--- src/stf_pkg.sv ---
`timescale 1ns / 1ps
// Shared types and constants for the scanline triangle fill block.
// No dependencies; every other file but stf_div refers to it by scoped names.
package stf_pkg;

    // Coordinate width, fixed by the port fields
    localparam int COORD_BITS = 12;

    typedef struct packed {
        logic                          cmd;
        logic signed [COORD_BITS-1:0]  ax;
        logic signed [COORD_BITS-1:0]  ay;
        logic signed [COORD_BITS-1:0]  bx;
        logic signed [COORD_BITS-1:0]  by;
        logic signed [COORD_BITS-1:0]  cx;
        logic signed [COORD_BITS-1:0]  cy;
        logic [31:0]                   fill_color;
    } in_beat_t;

    typedef struct packed {
        logic signed [COORD_BITS-1:0]  row;
        logic signed [COORD_BITS-1:0]  span_xa;
        logic signed [COORD_BITS-1:0]  span_xb;
        logic [31:0]                   span_color;
        logic                          last_span;
    } out_beat_t;

    localparam logic CMD_LOAD = 1'b0;
    localparam logic CMD_STEP = 1'b1;

    typedef enum logic [2:0] {
        PH_IDLE   = 3'b001,
        PH_BOTTOM = 3'b010,
        PH_TOP    = 3'b100
    } phase_t;

    // Which quotient the divider computes
    typedef enum logic [2:0] {
        DIV_SPLIT = 3'd0,
        DIV_BOT0  = 3'd1,
        DIV_BOT1  = 3'd2,
        DIV_TOP0  = 3'd3,
        DIV_TOP1  = 3'd4
    } div_sel_t;

    typedef enum logic [1:0] {
        SPL_X2  = 2'd0,
        SPL_X1  = 2'd1,
        SPL_QUO = 2'd2
    } split_src_t;

    typedef struct packed {
        logic       load;
        logic       mul_en;
        logic       div_start;
        div_sel_t   div_sel;
        logic       split_en;
        split_src_t split_src;
        logic       slope0_en;
        logic       slope1_en;
        logic       init_bot;
        logic       init_top;
        logic       step_down;
        logic       step_up;
        logic       out_load;
        logic       out_last;
    } dp_cmd_t;

    typedef struct packed {
        logic eq01;
        logic eq12;
        logic row_ge_y1;
        logic row_le_y1;
        logic div_done;
    } dp_status_t;

endpackage

--- src/stf_div.sv ---
`timescale 1ns / 1ps
// Signed-by-positive restoring divider, one quotient bit per cycle,
// truncating toward zero. Standalone; no package use.
module stf_div #(
    parameter int DW = 29,
    parameter int VW = 13
) (
    input  logic                 aclk,
    input  logic                 aresetn,
    input  logic                 start,
    input  logic signed [DW-1:0] dividend,
    input  logic [VW-1:0]        divisor,
    output logic                 done,
    output logic signed [DW-1:0] quotient
);
    localparam int CW = (DW > 1) ? $clog2(DW) : 1;

    logic          busy_reg;
    logic          done_reg;
    logic [CW-1:0] cnt_reg;
    logic          neg_reg;
    logic [DW-1:0] mag_reg;
    logic [VW:0]   rem_reg;
    logic [VW-1:0] dvs_reg;
    logic [DW-1:0] quo_reg;

    logic [VW+1:0] trial;
    logic [VW+1:0] diff;
    logic          qbit;
    logic [VW:0]   rem_next;
    logic [DW-1:0] mag_next;

    // One restoring step
    always_comb begin
        trial    = {rem_reg, mag_reg[DW-1]};
        diff     = trial - {2'b00, dvs_reg};
        qbit     = (trial >= {2'b00, dvs_reg});
        rem_next = qbit ? diff[VW:0] : trial[VW:0];
        mag_next = {mag_reg[DW-2:0], qbit};
    end

    // Sequence the iterations
    always_ff @(posedge aclk) begin
        if (!aresetn) begin
            busy_reg <= 1'b0;
            done_reg <= 1'b0;
            cnt_reg  <= '0;
        end else begin
            done_reg <= 1'b0;
            if (start) begin
                busy_reg <= 1'b1;
                cnt_reg  <= '0;
            end else if (busy_reg) begin
                cnt_reg <= cnt_reg + CW'(1);
                if (cnt_reg == CW'(DW - 1)) begin
                    busy_reg <= 1'b0;
                    done_reg <= 1'b1;
                end
            end
        end
    end

    // Operands and partial results
    always_ff @(posedge aclk) begin
        if (start) begin
            neg_reg <= dividend[DW-1];
            mag_reg <= dividend[DW-1] ? DW'(-dividend) : DW'(dividend);
            rem_reg <= '0;
            dvs_reg <= divisor;
        end else if (busy_reg) begin
            mag_reg <= mag_next;
            rem_reg <= rem_next;
            if (cnt_reg == CW'(DW - 1)) begin
                quo_reg <= neg_reg ? DW'(-mag_next) : mag_next;
            end
        end
    end

    assign done     = done_reg;
    assign quotient = signed'(quo_reg);
endmodule

--- src/stf_datapath.sv ---
`timescale 1ns / 1ps
// Datapath: sorted vertices, split x, edge slopes and accumulators, span output register.
// Depends on stf_pkg and stf_div.
module stf_datapath #(
    parameter int FRAC_BITS = 16
) (
    input  logic                aclk,
    input  logic                aresetn,
    input  stf_pkg::in_beat_t   in_beat,
    input  stf_pkg::dp_cmd_t    cmd,
    output stf_pkg::dp_status_t status,
    output stf_pkg::out_beat_t  out_beat
);
    localparam int C  = stf_pkg::COORD_BITS;
    localparam int F  = FRAC_BITS;
    localparam int AW = C + F + 2;
    localparam int PW = 2 * C + 2;
    localparam int DW = (PW > C + 1 + F) ? PW : C + 1 + F;
    localparam logic signed [AW-1:0] SMAX = AW'((2 ** (C - 1)) - 1);
    localparam logic signed [AW-1:0] SMIN = ~SMAX;

    logic signed [C-1:0]  x0_reg, y0_reg, x1_reg, y1_reg, x2_reg, y2_reg;
    logic [31:0]          color_reg;
    logic signed [C-1:0]  split_reg;
    logic signed [PW-1:0] prod_reg;
    logic signed [AW-1:0] acc0_reg, acc1_reg, slope0_reg, slope1_reg;
    logic signed [C-1:0]  row_reg;
    stf_pkg::out_beat_t   out_reg;

    // Sort vertices by y with three compare-and-swap steps
    logic signed [C-1:0] sx [3];
    logic signed [C-1:0] sy [3];
    logic signed [C-1:0] tx, ty;
    always_comb begin
        tx = '0; ty = '0;
        sx[0] = in_beat.ax; sy[0] = in_beat.ay;
        sx[1] = in_beat.bx; sy[1] = in_beat.by;
        sx[2] = in_beat.cx; sy[2] = in_beat.cy;
        if (sy[0] > sy[1]) begin
            tx = sx[0]; ty = sy[0]; sx[0] = sx[1]; sy[0] = sy[1]; sx[1] = tx; sy[1] = ty;
        end
        if (sy[1] > sy[2]) begin
            tx = sx[1]; ty = sy[1]; sx[1] = sx[2]; sy[1] = sy[2]; sx[2] = tx; sy[2] = ty;
        end
        if (sy[0] > sy[1]) begin
            tx = sx[0]; ty = sy[0]; sx[0] = sx[1]; sy[0] = sy[1]; sx[1] = tx; sy[1] = ty;
        end
    end

    // Divider operands
    logic signed [C:0]    dx;
    logic [C:0]           dy;
    logic signed [DW-1:0] div_dvd;
    logic                 div_done;
    logic signed [DW-1:0] div_quo;
    logic signed [C-1:0]  far_a;

    always_comb begin
        far_a = (y0_reg == y1_reg) ? x0_reg : x1_reg;
        case (cmd.div_sel)
            stf_pkg::DIV_BOT0: dx = (C+1)'(x1_reg) - (C+1)'(x0_reg);
            stf_pkg::DIV_BOT1: dx = (C+1)'(split_reg) - (C+1)'(x0_reg);
            stf_pkg::DIV_TOP0: dx = (C+1)'(x2_reg) - (C+1)'(far_a);
            stf_pkg::DIV_TOP1: dx = (C+1)'(x2_reg) - (C+1)'(split_reg);
            default:           dx = '0;
        endcase
        case (cmd.div_sel)
            stf_pkg::DIV_BOT0, stf_pkg::DIV_BOT1:
                dy = (C+1)'(unsigned'((C+1)'(y1_reg) - (C+1)'(y0_reg)));
            stf_pkg::DIV_TOP0, stf_pkg::DIV_TOP1:
                dy = (C+1)'(unsigned'((C+1)'(y2_reg) - (C+1)'(y1_reg)));
            default:
                dy = (C+1)'(unsigned'((C+1)'(y2_reg) - (C+1)'(y0_reg)));
        endcase
        if (cmd.div_sel == stf_pkg::DIV_SPLIT) begin
            div_dvd = DW'(prod_reg);
        end else begin
            div_dvd = DW'(dx) <<< F;
        end
    end

    stf_div #(.DW(DW), .VW(C + 1)) u_div (
        .aclk     (aclk),
        .aresetn  (aresetn),
        .start    (cmd.div_start),
        .dividend (div_dvd),
        .divisor  (dy),
        .done     (div_done),
        .quotient (div_quo)
    );

    // Span ends: truncate toward zero, then saturate
    function automatic logic signed [C-1:0] span_end(input logic signed [AW-1:0] acc);
        logic signed [AW-1:0] t;
        t = acc >>> F;
        if (acc[AW-1] && (acc[F-1:0] != '0)) begin
            t = t + AW'(1);
        end
        if (t > SMAX) begin
            t = SMAX;
        end else if (t < SMIN) begin
            t = SMIN;
        end
        return t[C-1:0];
    endfunction

    // Vertex, colour, split and product registers
    always_ff @(posedge aclk) begin
        if (!aresetn) begin
            x0_reg <= '0; y0_reg <= '0; x1_reg <= '0;
            y1_reg <= '0; x2_reg <= '0; y2_reg <= '0;
            color_reg <= '0;
            split_reg <= '0;
        end else begin
            if (cmd.load) begin
                x0_reg <= sx[0]; y0_reg <= sy[0];
                x1_reg <= sx[1]; y1_reg <= sy[1];
                x2_reg <= sx[2]; y2_reg <= sy[2];
                color_reg <= in_beat.fill_color;
            end
            if (cmd.split_en) begin
                case (cmd.split_src)
                    stf_pkg::SPL_X2: split_reg <= x2_reg;
                    stf_pkg::SPL_X1: split_reg <= x1_reg;
                    default:         split_reg <= div_quo[C-1:0] + x0_reg;
                endcase
            end
        end
    end

    always_ff @(posedge aclk) begin
        if (cmd.mul_en) begin
            prod_reg <= ((C+1)'(x2_reg) - (C+1)'(x0_reg)) *
                        ((C+1)'(y1_reg) - (C+1)'(y0_reg));
        end
    end

    // Edge slopes, accumulators and current row
    always_ff @(posedge aclk) begin
        if (!aresetn) begin
            acc0_reg <= '0; acc1_reg <= '0;
            slope0_reg <= '0; slope1_reg <= '0;
            row_reg <= '0;
        end else begin
            if (cmd.slope0_en) slope0_reg <= AW'(div_quo);
            if (cmd.slope1_en) slope1_reg <= AW'(div_quo);
            if (cmd.init_bot) begin
                acc0_reg <= AW'(x0_reg) <<< F;
                acc1_reg <= AW'(x0_reg) <<< F;
                row_reg  <= y0_reg;
            end else if (cmd.init_top) begin
                acc0_reg <= AW'(x2_reg) <<< F;
                acc1_reg <= AW'(x2_reg) <<< F;
                row_reg  <= y2_reg;
            end else if (cmd.step_down) begin
                acc0_reg <= acc0_reg + slope0_reg;
                acc1_reg <= acc1_reg + slope1_reg;
                row_reg  <= row_reg + C'(1);
            end else if (cmd.step_up) begin
                acc0_reg <= acc0_reg - slope0_reg;
                acc1_reg <= acc1_reg - slope1_reg;
                row_reg  <= row_reg - C'(1);
            end
        end
    end

    // Hold the outgoing span until taken
    always_ff @(posedge aclk) begin
        if (cmd.out_load) begin
            out_reg.row        <= row_reg;
            out_reg.span_xa    <= span_end(acc0_reg);
            out_reg.span_xb    <= span_end(acc1_reg);
            out_reg.span_color <= color_reg;
            out_reg.last_span  <= cmd.out_last;
        end
    end

    assign status.eq01      = (y0_reg == y1_reg);
    assign status.eq12      = (y1_reg == y2_reg);
    assign status.row_ge_y1 = (row_reg >= y1_reg);
    assign status.row_le_y1 = (row_reg <= y1_reg);
    assign status.div_done  = div_done;
    assign out_beat         = out_reg;
endmodule

--- src/stf_ctrl.sv ---
`timescale 1ns / 1ps
// Controller: handshakes, triangle setup sequence and span phase tracking.
// Depends on stf_pkg.
module stf_ctrl (
    input  logic                aclk,
    input  logic                aresetn,
    input  logic                s_valid,
    input  logic                s_cmd,
    output logic                s_ready,
    output logic                m_valid,
    input  logic                m_ready,
    input  stf_pkg::dp_status_t status,
    output stf_pkg::dp_cmd_t    cmd
);
    typedef enum logic [6:0] {
        ST_IDLE   = 7'b0000001,
        ST_CLASS  = 7'b0000010,
        ST_MUL    = 7'b0000100,
        ST_WSPLIT = 7'b0001000,
        ST_START  = 7'b0010000,
        ST_WS0    = 7'b0100000,
        ST_WS1    = 7'b1000000
    } state_t;

    state_t          state_reg, state_next;
    stf_pkg::phase_t phase_reg, phase_next;
    logic            mvalid_reg, mvalid_next;
    logic            accept;

    assign s_ready = (state_reg == ST_IDLE) && (!mvalid_reg || m_ready);
    assign accept  = s_valid && s_ready;
    assign m_valid = mvalid_reg;

    // Next state and datapath commands
    always_comb begin
        state_next  = state_reg;
        phase_next  = phase_reg;
        mvalid_next = mvalid_reg && !m_ready;
        cmd         = '0;
        cmd.div_sel = stf_pkg::DIV_SPLIT;
        cmd.split_src = stf_pkg::SPL_X2;
        case (state_reg)
            ST_IDLE: begin
                if (accept && s_cmd == stf_pkg::CMD_LOAD) begin
                    cmd.load   = 1'b1;
                    state_next = ST_CLASS;
                end else if (accept && phase_reg != stf_pkg::PH_IDLE) begin
                    cmd.out_load = 1'b1;
                    mvalid_next  = 1'b1;
                    if (phase_reg == stf_pkg::PH_BOTTOM) begin
                        if (status.row_ge_y1) begin
                            if (!status.eq12) begin
                                cmd.init_top  = 1'b1;
                                cmd.div_start = 1'b1;
                                cmd.div_sel   = stf_pkg::DIV_TOP0;
                                phase_next    = stf_pkg::PH_TOP;
                                state_next    = ST_WS0;
                            end else begin
                                cmd.out_last = 1'b1;
                                phase_next   = stf_pkg::PH_IDLE;
                            end
                        end else begin
                            cmd.step_down = 1'b1;
                        end
                    end else begin
                        if (status.row_le_y1) begin
                            cmd.out_last = 1'b1;
                            phase_next   = stf_pkg::PH_IDLE;
                        end else begin
                            cmd.step_up = 1'b1;
                        end
                    end
                end
            end
            ST_CLASS: begin
                if (status.eq01 && status.eq12) begin
                    cmd.split_en  = 1'b1;
                    cmd.split_src = stf_pkg::SPL_X2;
                    phase_next    = stf_pkg::PH_IDLE;
                    state_next    = ST_IDLE;
                end else if (status.eq12) begin
                    cmd.split_en  = 1'b1;
                    cmd.split_src = stf_pkg::SPL_X2;
                    state_next    = ST_START;
                end else if (status.eq01) begin
                    cmd.split_en  = 1'b1;
                    cmd.split_src = stf_pkg::SPL_X1;
                    state_next    = ST_START;
                end else begin
                    cmd.mul_en = 1'b1;
                    state_next = ST_MUL;
                end
            end
            ST_MUL: begin
                cmd.div_start = 1'b1;
                cmd.div_sel   = stf_pkg::DIV_SPLIT;
                state_next    = ST_WSPLIT;
            end
            ST_WSPLIT: begin
                if (status.div_done) begin
                    cmd.split_en  = 1'b1;
                    cmd.split_src = stf_pkg::SPL_QUO;
                    state_next    = ST_START;
                end
            end
            ST_START: begin
                cmd.div_start = 1'b1;
                if (!status.eq01) begin
                    cmd.div_sel  = stf_pkg::DIV_BOT0;
                    cmd.init_bot = 1'b1;
                    phase_next   = stf_pkg::PH_BOTTOM;
                end else begin
                    cmd.div_sel  = stf_pkg::DIV_TOP0;
                    cmd.init_top = 1'b1;
                    phase_next   = stf_pkg::PH_TOP;
                end
                state_next = ST_WS0;
            end
            ST_WS0: begin
                if (phase_reg == stf_pkg::PH_BOTTOM) begin
                    cmd.div_sel = stf_pkg::DIV_BOT1;
                end else begin
                    cmd.div_sel = stf_pkg::DIV_TOP1;
                end
                if (status.div_done) begin
                    cmd.slope0_en = 1'b1;
                    cmd.div_start = 1'b1;
                    state_next    = ST_WS1;
                end
            end
            ST_WS1: begin
                if (status.div_done) begin
                    cmd.slope1_en = 1'b1;
                    state_next    = ST_IDLE;
                end
            end
            default: begin
                state_next = ST_IDLE;
            end
        endcase
    end

    // Advance state
    always_ff @(posedge aclk) begin
        if (!aresetn) begin
            state_reg  <= ST_IDLE;
            phase_reg  <= stf_pkg::PH_IDLE;
            mvalid_reg <= 1'b0;
        end else begin
            state_reg  <= state_next;
            phase_reg  <= phase_next;
            mvalid_reg <= mvalid_next;
        end
    end
endmodule

--- src/scanline_triangle_fill.sv ---
`timescale 1ns / 1ps
// Scanline triangle fill: a load beat sorts the vertices and sets up the edges,
// then each step beat returns one span while a triangle runs. The setup uses
// one shared divider of D = max(2*COORD_BITS+2, COORD_BITS+1+FRAC_BITS) bits
// (29 at the defaults). A load with both halves spends one split divide and two
// slope divides before the next beat is taken; a load with one flat half spends
// two slope divides; a load with all three rows equal spends no divide. The step
// that crosses into the lower half spends two more divides before the next beat
// is taken. A finished span waits in an output register; the next beat is taken
// only once that span leaves, at the earliest in the same cycle. Depends on
// stf_pkg, stf_ctrl, stf_datapath.
module scanline_triangle_fill #(
    parameter int FRAC_BITS = 16
) (
    input  logic               aclk,
    input  logic               aresetn,
    input  logic               s_valid,
    output logic               s_ready,
    input  stf_pkg::in_beat_t  s_data,
    output logic               m_valid,
    input  logic               m_ready,
    output stf_pkg::out_beat_t m_data
);
    stf_pkg::dp_cmd_t    cmd;
    stf_pkg::dp_status_t status;

    stf_ctrl u_ctrl (
        .aclk    (aclk),
        .aresetn (aresetn),
        .s_valid (s_valid),
        .s_cmd   (s_data.cmd),
        .s_ready (s_ready),
        .m_valid (m_valid),
        .m_ready (m_ready),
        .status  (status),
        .cmd     (cmd)
    );

    stf_datapath #(.FRAC_BITS(FRAC_BITS)) u_dp (
        .aclk     (aclk),
        .aresetn  (aresetn),
        .in_beat  (s_data),
        .cmd      (cmd),
        .status   (status),
        .out_beat (m_data)
    );
endmodule

--- config.mk ---
export PLATFORM = sky130hd
export DESIGN_NAME = scanline_triangle_fill
export DESIGN_NICKNAME = d
export VERILOG_FILES = /design/src/stf_pkg.sv /design/src/stf_div.sv /design/src/stf_datapath.sv /design/src/stf_ctrl.sv /design/src/scanline_triangle_fill.sv
export SDC_FILE = /design/constraint.sdc
export NUM_CORES = 2
export LEC_CHECK = 0
export BUFFER_PORTS_ARGS = -buffer_cell sky130_fd_sc_hd__buf_2
export CAP_MARGIN = 20
export CORE_MARGIN = 5
export CORE_UTILIZATION = 25
export CTS_BUF_LIST = sky130_fd_sc_hd__clkbuf_4 sky130_fd_sc_hd__clkbuf_8
export DETAILED_ROUTE_END_ITERATION = 8
export GPL_TIMING_DRIVEN = 0
export PLACE_DENSITY = 0.53
export SYNTH_ARGS = -nofsm -noshare
export SYNTH_HDL_FRONTEND = slang
export SYNTH_HIERARCHICAL = 1
export SYNTH_SLANG_ARGS = --single-unit
--- constraint.sdc ---
create_clock -name aclk -period 7.93 [get_ports aclk]
set_clock_uncertainty 0.2 [all_clocks]
set_input_delay 0.793 -clock aclk [delete_from_list [all_inputs] [get_ports aclk]]
set_output_delay 0.793 -clock aclk [all_outputs]
set_load 0.02 [all_outputs]
==> Yosys cells after proc, flatten, opt, wreduce, memory -nomap -nowiden <==
Cells that the tools add are included.
{ "classes": {"addsub": 22, "n_mul": 1, "div": 0, "order_cmp": 10, "eq_ne": 29, "n_shift": 0, "mux": 100, "bitwise": 6, "n_reduce_logical": 28} }
{ "op_table": {"columns": ["operator", "count"], "rows": [
  ["$mux 30", 12],
  ["$mux 29", 5],
  ["$mux 24", 6],
  ["$sub 12x12->13", 9],
  ["$mux 12", 7],
  ["$mux 7", 9],
  ["$add 30x29->30", 2],
  ["$gt 30x12->1 const B", 2],
  ["$lt 30x12->1 const B", 2],
  ["$sub 30x29->30", 2],
  ["$neg 29->29", 2],
  ["$pmux 13 s4", 1],
  ["$pmux 7 s7", 1],
  ["$mux 3", 13],
  ["$gt 12x12->1", 3],
  ["$reduce_bool 16->1", 2],
  ["$add 14x2->15 const B", 2],
  ["$mux 1", 27],
  ["$mul 26x26->26", 1],
  ["$pmux 13 s2", 1],
  ["$eq 12x12->1", 2],
  ["$mux 4", 6],
  ["$pmux 12 s2", 1],
  ["$mux 5", 4],
  ["44 further kinds", 74]
]} }
{ "totals": {"regBits": 445, "latchBits": 0, "ramBits": 0, "romBits": 0, "word_cells": 228, "memories": 0} }

==> Logic depth before layout (Yosys ltp) <==
{ "logic_depth": {"depth_word": 14, "ltp_mapped": 37} }

==> Hierarchy <==
Netlist, hierarchy kept.
{ "modules_own_cells": {"columns": ["module", "instances", "cells_each", "area_per_inst_um2"], "rows": [
  ["stf_datapath", 1, 3601, 30290.3],
  ["stf_div", 1, 503, 5290.1],
  ["stf_ctrl", 1, 127, 964.7]
]} }

==> Worst setup path after synthesis <==
Ideal clock, no wire load.
{ "synth_timing": {"path_kind": "register to register", "from": "register u_dp.x2_reg[0]", "to": "register u_dp.prod_reg[25] (data pin)", "arrival_time_ns": 7.937, "required_time_ns": 7.470, "slack_ns": -0.467, "path_stages_with_launch": 31, "cell_sequence": "dfxtp_1 -> inv_1 -> ha_1 -> fa_1 -> nor2b_1 -> o21ai_0 -> a21boi_1 -> o21ai_0 -> a21boi_0 -> o21ai_0 -> a21oi_1 -> o21ai_0 -> a31oi_2 -> buf_2 -> nor2_1 -> fa_1 -> inv_1 -> fa_1 -> inv_1 -> fa_1 -> fa_1 -> fa_1 -> ha_1 -> ha_1 -> a21o_1 -> a21o_1 -> a221o_1 -> o21a_1 -> a21o_1 -> a21oi_1 -> xnor2_1"} }
{ "synth_via": {"elab_chain_len": 2} }
{ "synth_rtl": {"columns": ["item", "line_no", "source"], "rows": [
  ["from (decl)", "stf_datapath.sv:22", "logic signed [C-1:0] x0_reg, y0_reg, x1_reg, y1_reg, x2_reg, y2_reg;"],
  ["from (signal assigned)", "stf_datapath.sv:118", "x2_reg <= sx[2]; y2_reg <= sy[2];"],
  ["$sub 12x12->13", "stf_datapath.sv:133", "prod_reg <= ((C+1)'(x2_reg) - (C+1)'(x0_reg)) *"],
  ["$mul 26x26->26", "stf_datapath.sv:133", null],
  ["to (signal assigned)", "stf_datapath.sv:133", null],
  ["to (decl)", "stf_datapath.sv:25", "logic signed [PW-1:0] prod_reg;"]
]} }
No other way between the ends.
A chain may end at the register's enable or synchronous reset.

==> Final worst setup path <==
{ "layout_timing": {"from": "register u_dp.y1_reg[0]", "to": "register u_dp.prod_reg[25] (data pin)"} }
{ "layout_via": {"elab_chain_len": 2} }
{ "layout_rtl": {"columns": ["item", "line_no", "source"], "rows": [
  ["from (decl)", "stf_datapath.sv:22", null],
  ["from (signal assigned)", "stf_datapath.sv:117", "x1_reg <= sx[1]; y1_reg <= sy[1];"],
  ["$sub 12x12->13", "stf_datapath.sv:134", "((C+1)'(y1_reg) - (C+1)'(y0_reg));"],
  ["$mul 26x26->26", "stf_datapath.sv:133", null]
]} }
No other way between the ends.

==> results.toml <==
[die]
start_util_pct = 25.1
core_area_mm2 = 0.146
die_h_um = 392
io_pins = 180
die_area_mm2 = 0.154
rows = 140
die_w_um = 392

[clocking]
cts_buffers = 84
tritoncts = "done"
cts.clk_slew.worst_paths_ps = 60
ctsHoldBuffers = 0
root_buffer = "clkbuf_8"
cts_buffer_depth = 3
clkLatencyLatePin_ps = 690
cts_num_sinks = 445
htree_levels = 3

[placed_design]
port_buffers = 179
gp_congestion = 0.941
placed_cells = 6334
dp_hpwl_um = 104000

[global_routing]
grt_use_total_pct = 16.5
grt_max_degree = 69
grt_overflow = 0
grt_antenna_before_repair = 8
first_global_vias = 31700
grt_pass1_wl_um = 196000

[synth]
avgSynthCellArea_um2 = 8.64
netlist_area_mm2 = 0.0365
synth.largest_area_cell = "dfxtp_1"
syn_inst = 4231
synth_flop_cell = "dfxtp_1"
synth-seq-area-share_pct = 29.0
synthTopCellsByArea = "dfxtp_1, edfxtp_1, ha_1"
synth_edf_count = 167
synth_fp_nets = 4804
synth_most_common_cell = "nor2_1"
synth_top_area_share_pct = 15.2
synthArstFlopShare_pct = 0
synth.distinct_cells = 95
yosysWarnings = 6
synth.ff_latch_count = 445
synthTopCellsByCount = "nor2_1, inv_1, a21oi_1"

[timing]
tightest_slew_ps = 1020
period_share_pct = 99.0
hold_viol = 0
rsz0062_at_grt = "true"
whs_ps = 140
fin_setup_tns_ps = 0
setup_viol = 0
slew_headroom_pct = 31.2
slew_viol_final = 0
min_period_ps = 7850
fmax_mhz = 127

[final_layout]
areaGrowthSynthToFinish_pct = 19.4
n_fill_cell = 15400
largest_register_ffs = 69
layout.cells.non_filler = 6574
fin_util_pct = 30.0
fin_nets = 5154
drive_gt1_share_pct = 14.8

[drt]
routed_wl_um = 131000
drtAntennaViolNets = 0
via_per_inst = 4.93
first_pass_iters = 7
remaining_drc_errors = 0
drt-wirelength-per-cell_um = 19.9
drt_iter0_drc = 2612
num_vias = 32400

[worst_setup_path]
critPathArrivalTime_ps = 8050
critical_path_class = "flop to flop"
critPathMaxFanout = 4
crit_required_ps = 8130
max_stage_delay_ps = 570
cp_slowest_cell = "fa_1"
crit_path_frequent_cell = "inv_2"
endpoint_kind = "flop"
startpoint_type = "flop"
r2r_slack_ps = 80

[run_status]
status = "finished, final reports clean"

[min_path]
hold_path.class = "primary input to flop"

[run]
drv_cap = 0
==> placed cells by master, fill, tap and decap left out, types with 54 or more instances in the layout <==
master / count
mux2i_1: 181
nand2b_1: 54
a21oi_1: 352
xnor2_1: 150
dfxtp_1: 260
buf_4: 77
clkbuf_1: 112
o21ai_0: 245
nand2_1: 312
inv_1: 374
nor3_1: 62
fa_1: 158
ha_1: 260
clkbuf_8: 103
a21o_1: 85
nor2_1: 475
buf_2: 190
edfxtp_1: 167
xor2_1: 127
==> cell type report <==
type / instances / area (um2) / share of cell area, %
Inverter: 393 / 1500 / 3.43
Clock buffer: 130 / 1600 / 3.67
Sequential cell: 445 / 10600 / 24.4
Tap cell: 1917 / 2400 / 5.50
Clock inverter: 27 / 288 / 0.659
Buffer: 166 / 743 / 1.70
Timing Repair Buffer: 267 / 1670 / 3.83
Multi-Input combinational cell: 3224 / 24800 / 56.8
Antenna cell: 5 / 12.5 / 0.0287
==> critical path: cells and delay by family, from the launching register on <==
| kind | cells | cell delay [ps] |
|---|---|---|
| buf+inv | 5 | 230 |
| xor+xnor | 2 | 420 |
| fa+ha+maj | 9 | 3690 |
| simple gates | 4 | 500 |
| compound gates | 10 | 2160 |
| flops | 1 | 370 |
==> stage by stage <==
step,instance area (um2),worst slack [ps]
after global placement,39900,-2020
final,43600,77.3
after global routing,43600,-126
after floorplan,36600,45.3
after detailed placement,40000,-1550
after CTS,42800,0.0790
==> final timing paths <==
| check | to | cells after the start | startpoint |
|---|---|---|---|
| worst max-delay path | u_dp/prod_reg[25] | 30 | u_dp/y1_reg[0] |
| worst min-delay path | u_dp/color_reg[29] | 3 | s_data[29] |
| worst max register to register | u_dp/prod_reg[25] | 30 | u_dp/y1_reg[0] |
| worst min register to register | u_dp/out_beat[19] | 0 | u_dp/color_reg[18] |
==> logic make-up after synthesis <==
group,count (synthesis),share of synthesized area [%]
xor gates and xnor gates,300,7.19
AOI/OAI and AO/OA,1013,16.9
muxes,197,5.44
and+or+nand+nor,1250,16.2
DFF,445,29.0
buffers and inverters,562,5.91
adders and majority gates,464,19.4
==> layer usage <==
| layer | share of wire, % | global-route usage, % |
|---|---|---|
| met1 | 43 | 22.0 |
| met2 | 45 | 26.7 |
| met3 | 7.6 | 3.02 |
| met4 | 4.2 | 6.05 |
| met5 | 0.021 | 0 |
==> repair_timing <==
action | CTS | global route
buffers inserted | 44 | 36
endpoints found under the setup margin | 43 | 92
pin swaps | 46 | 83
gates resized for setup | 138 | 128
Power is left out: the tool's default activity adds up to more than one toggle a clock period on the data nets, which glitch-free logic cannot reach.
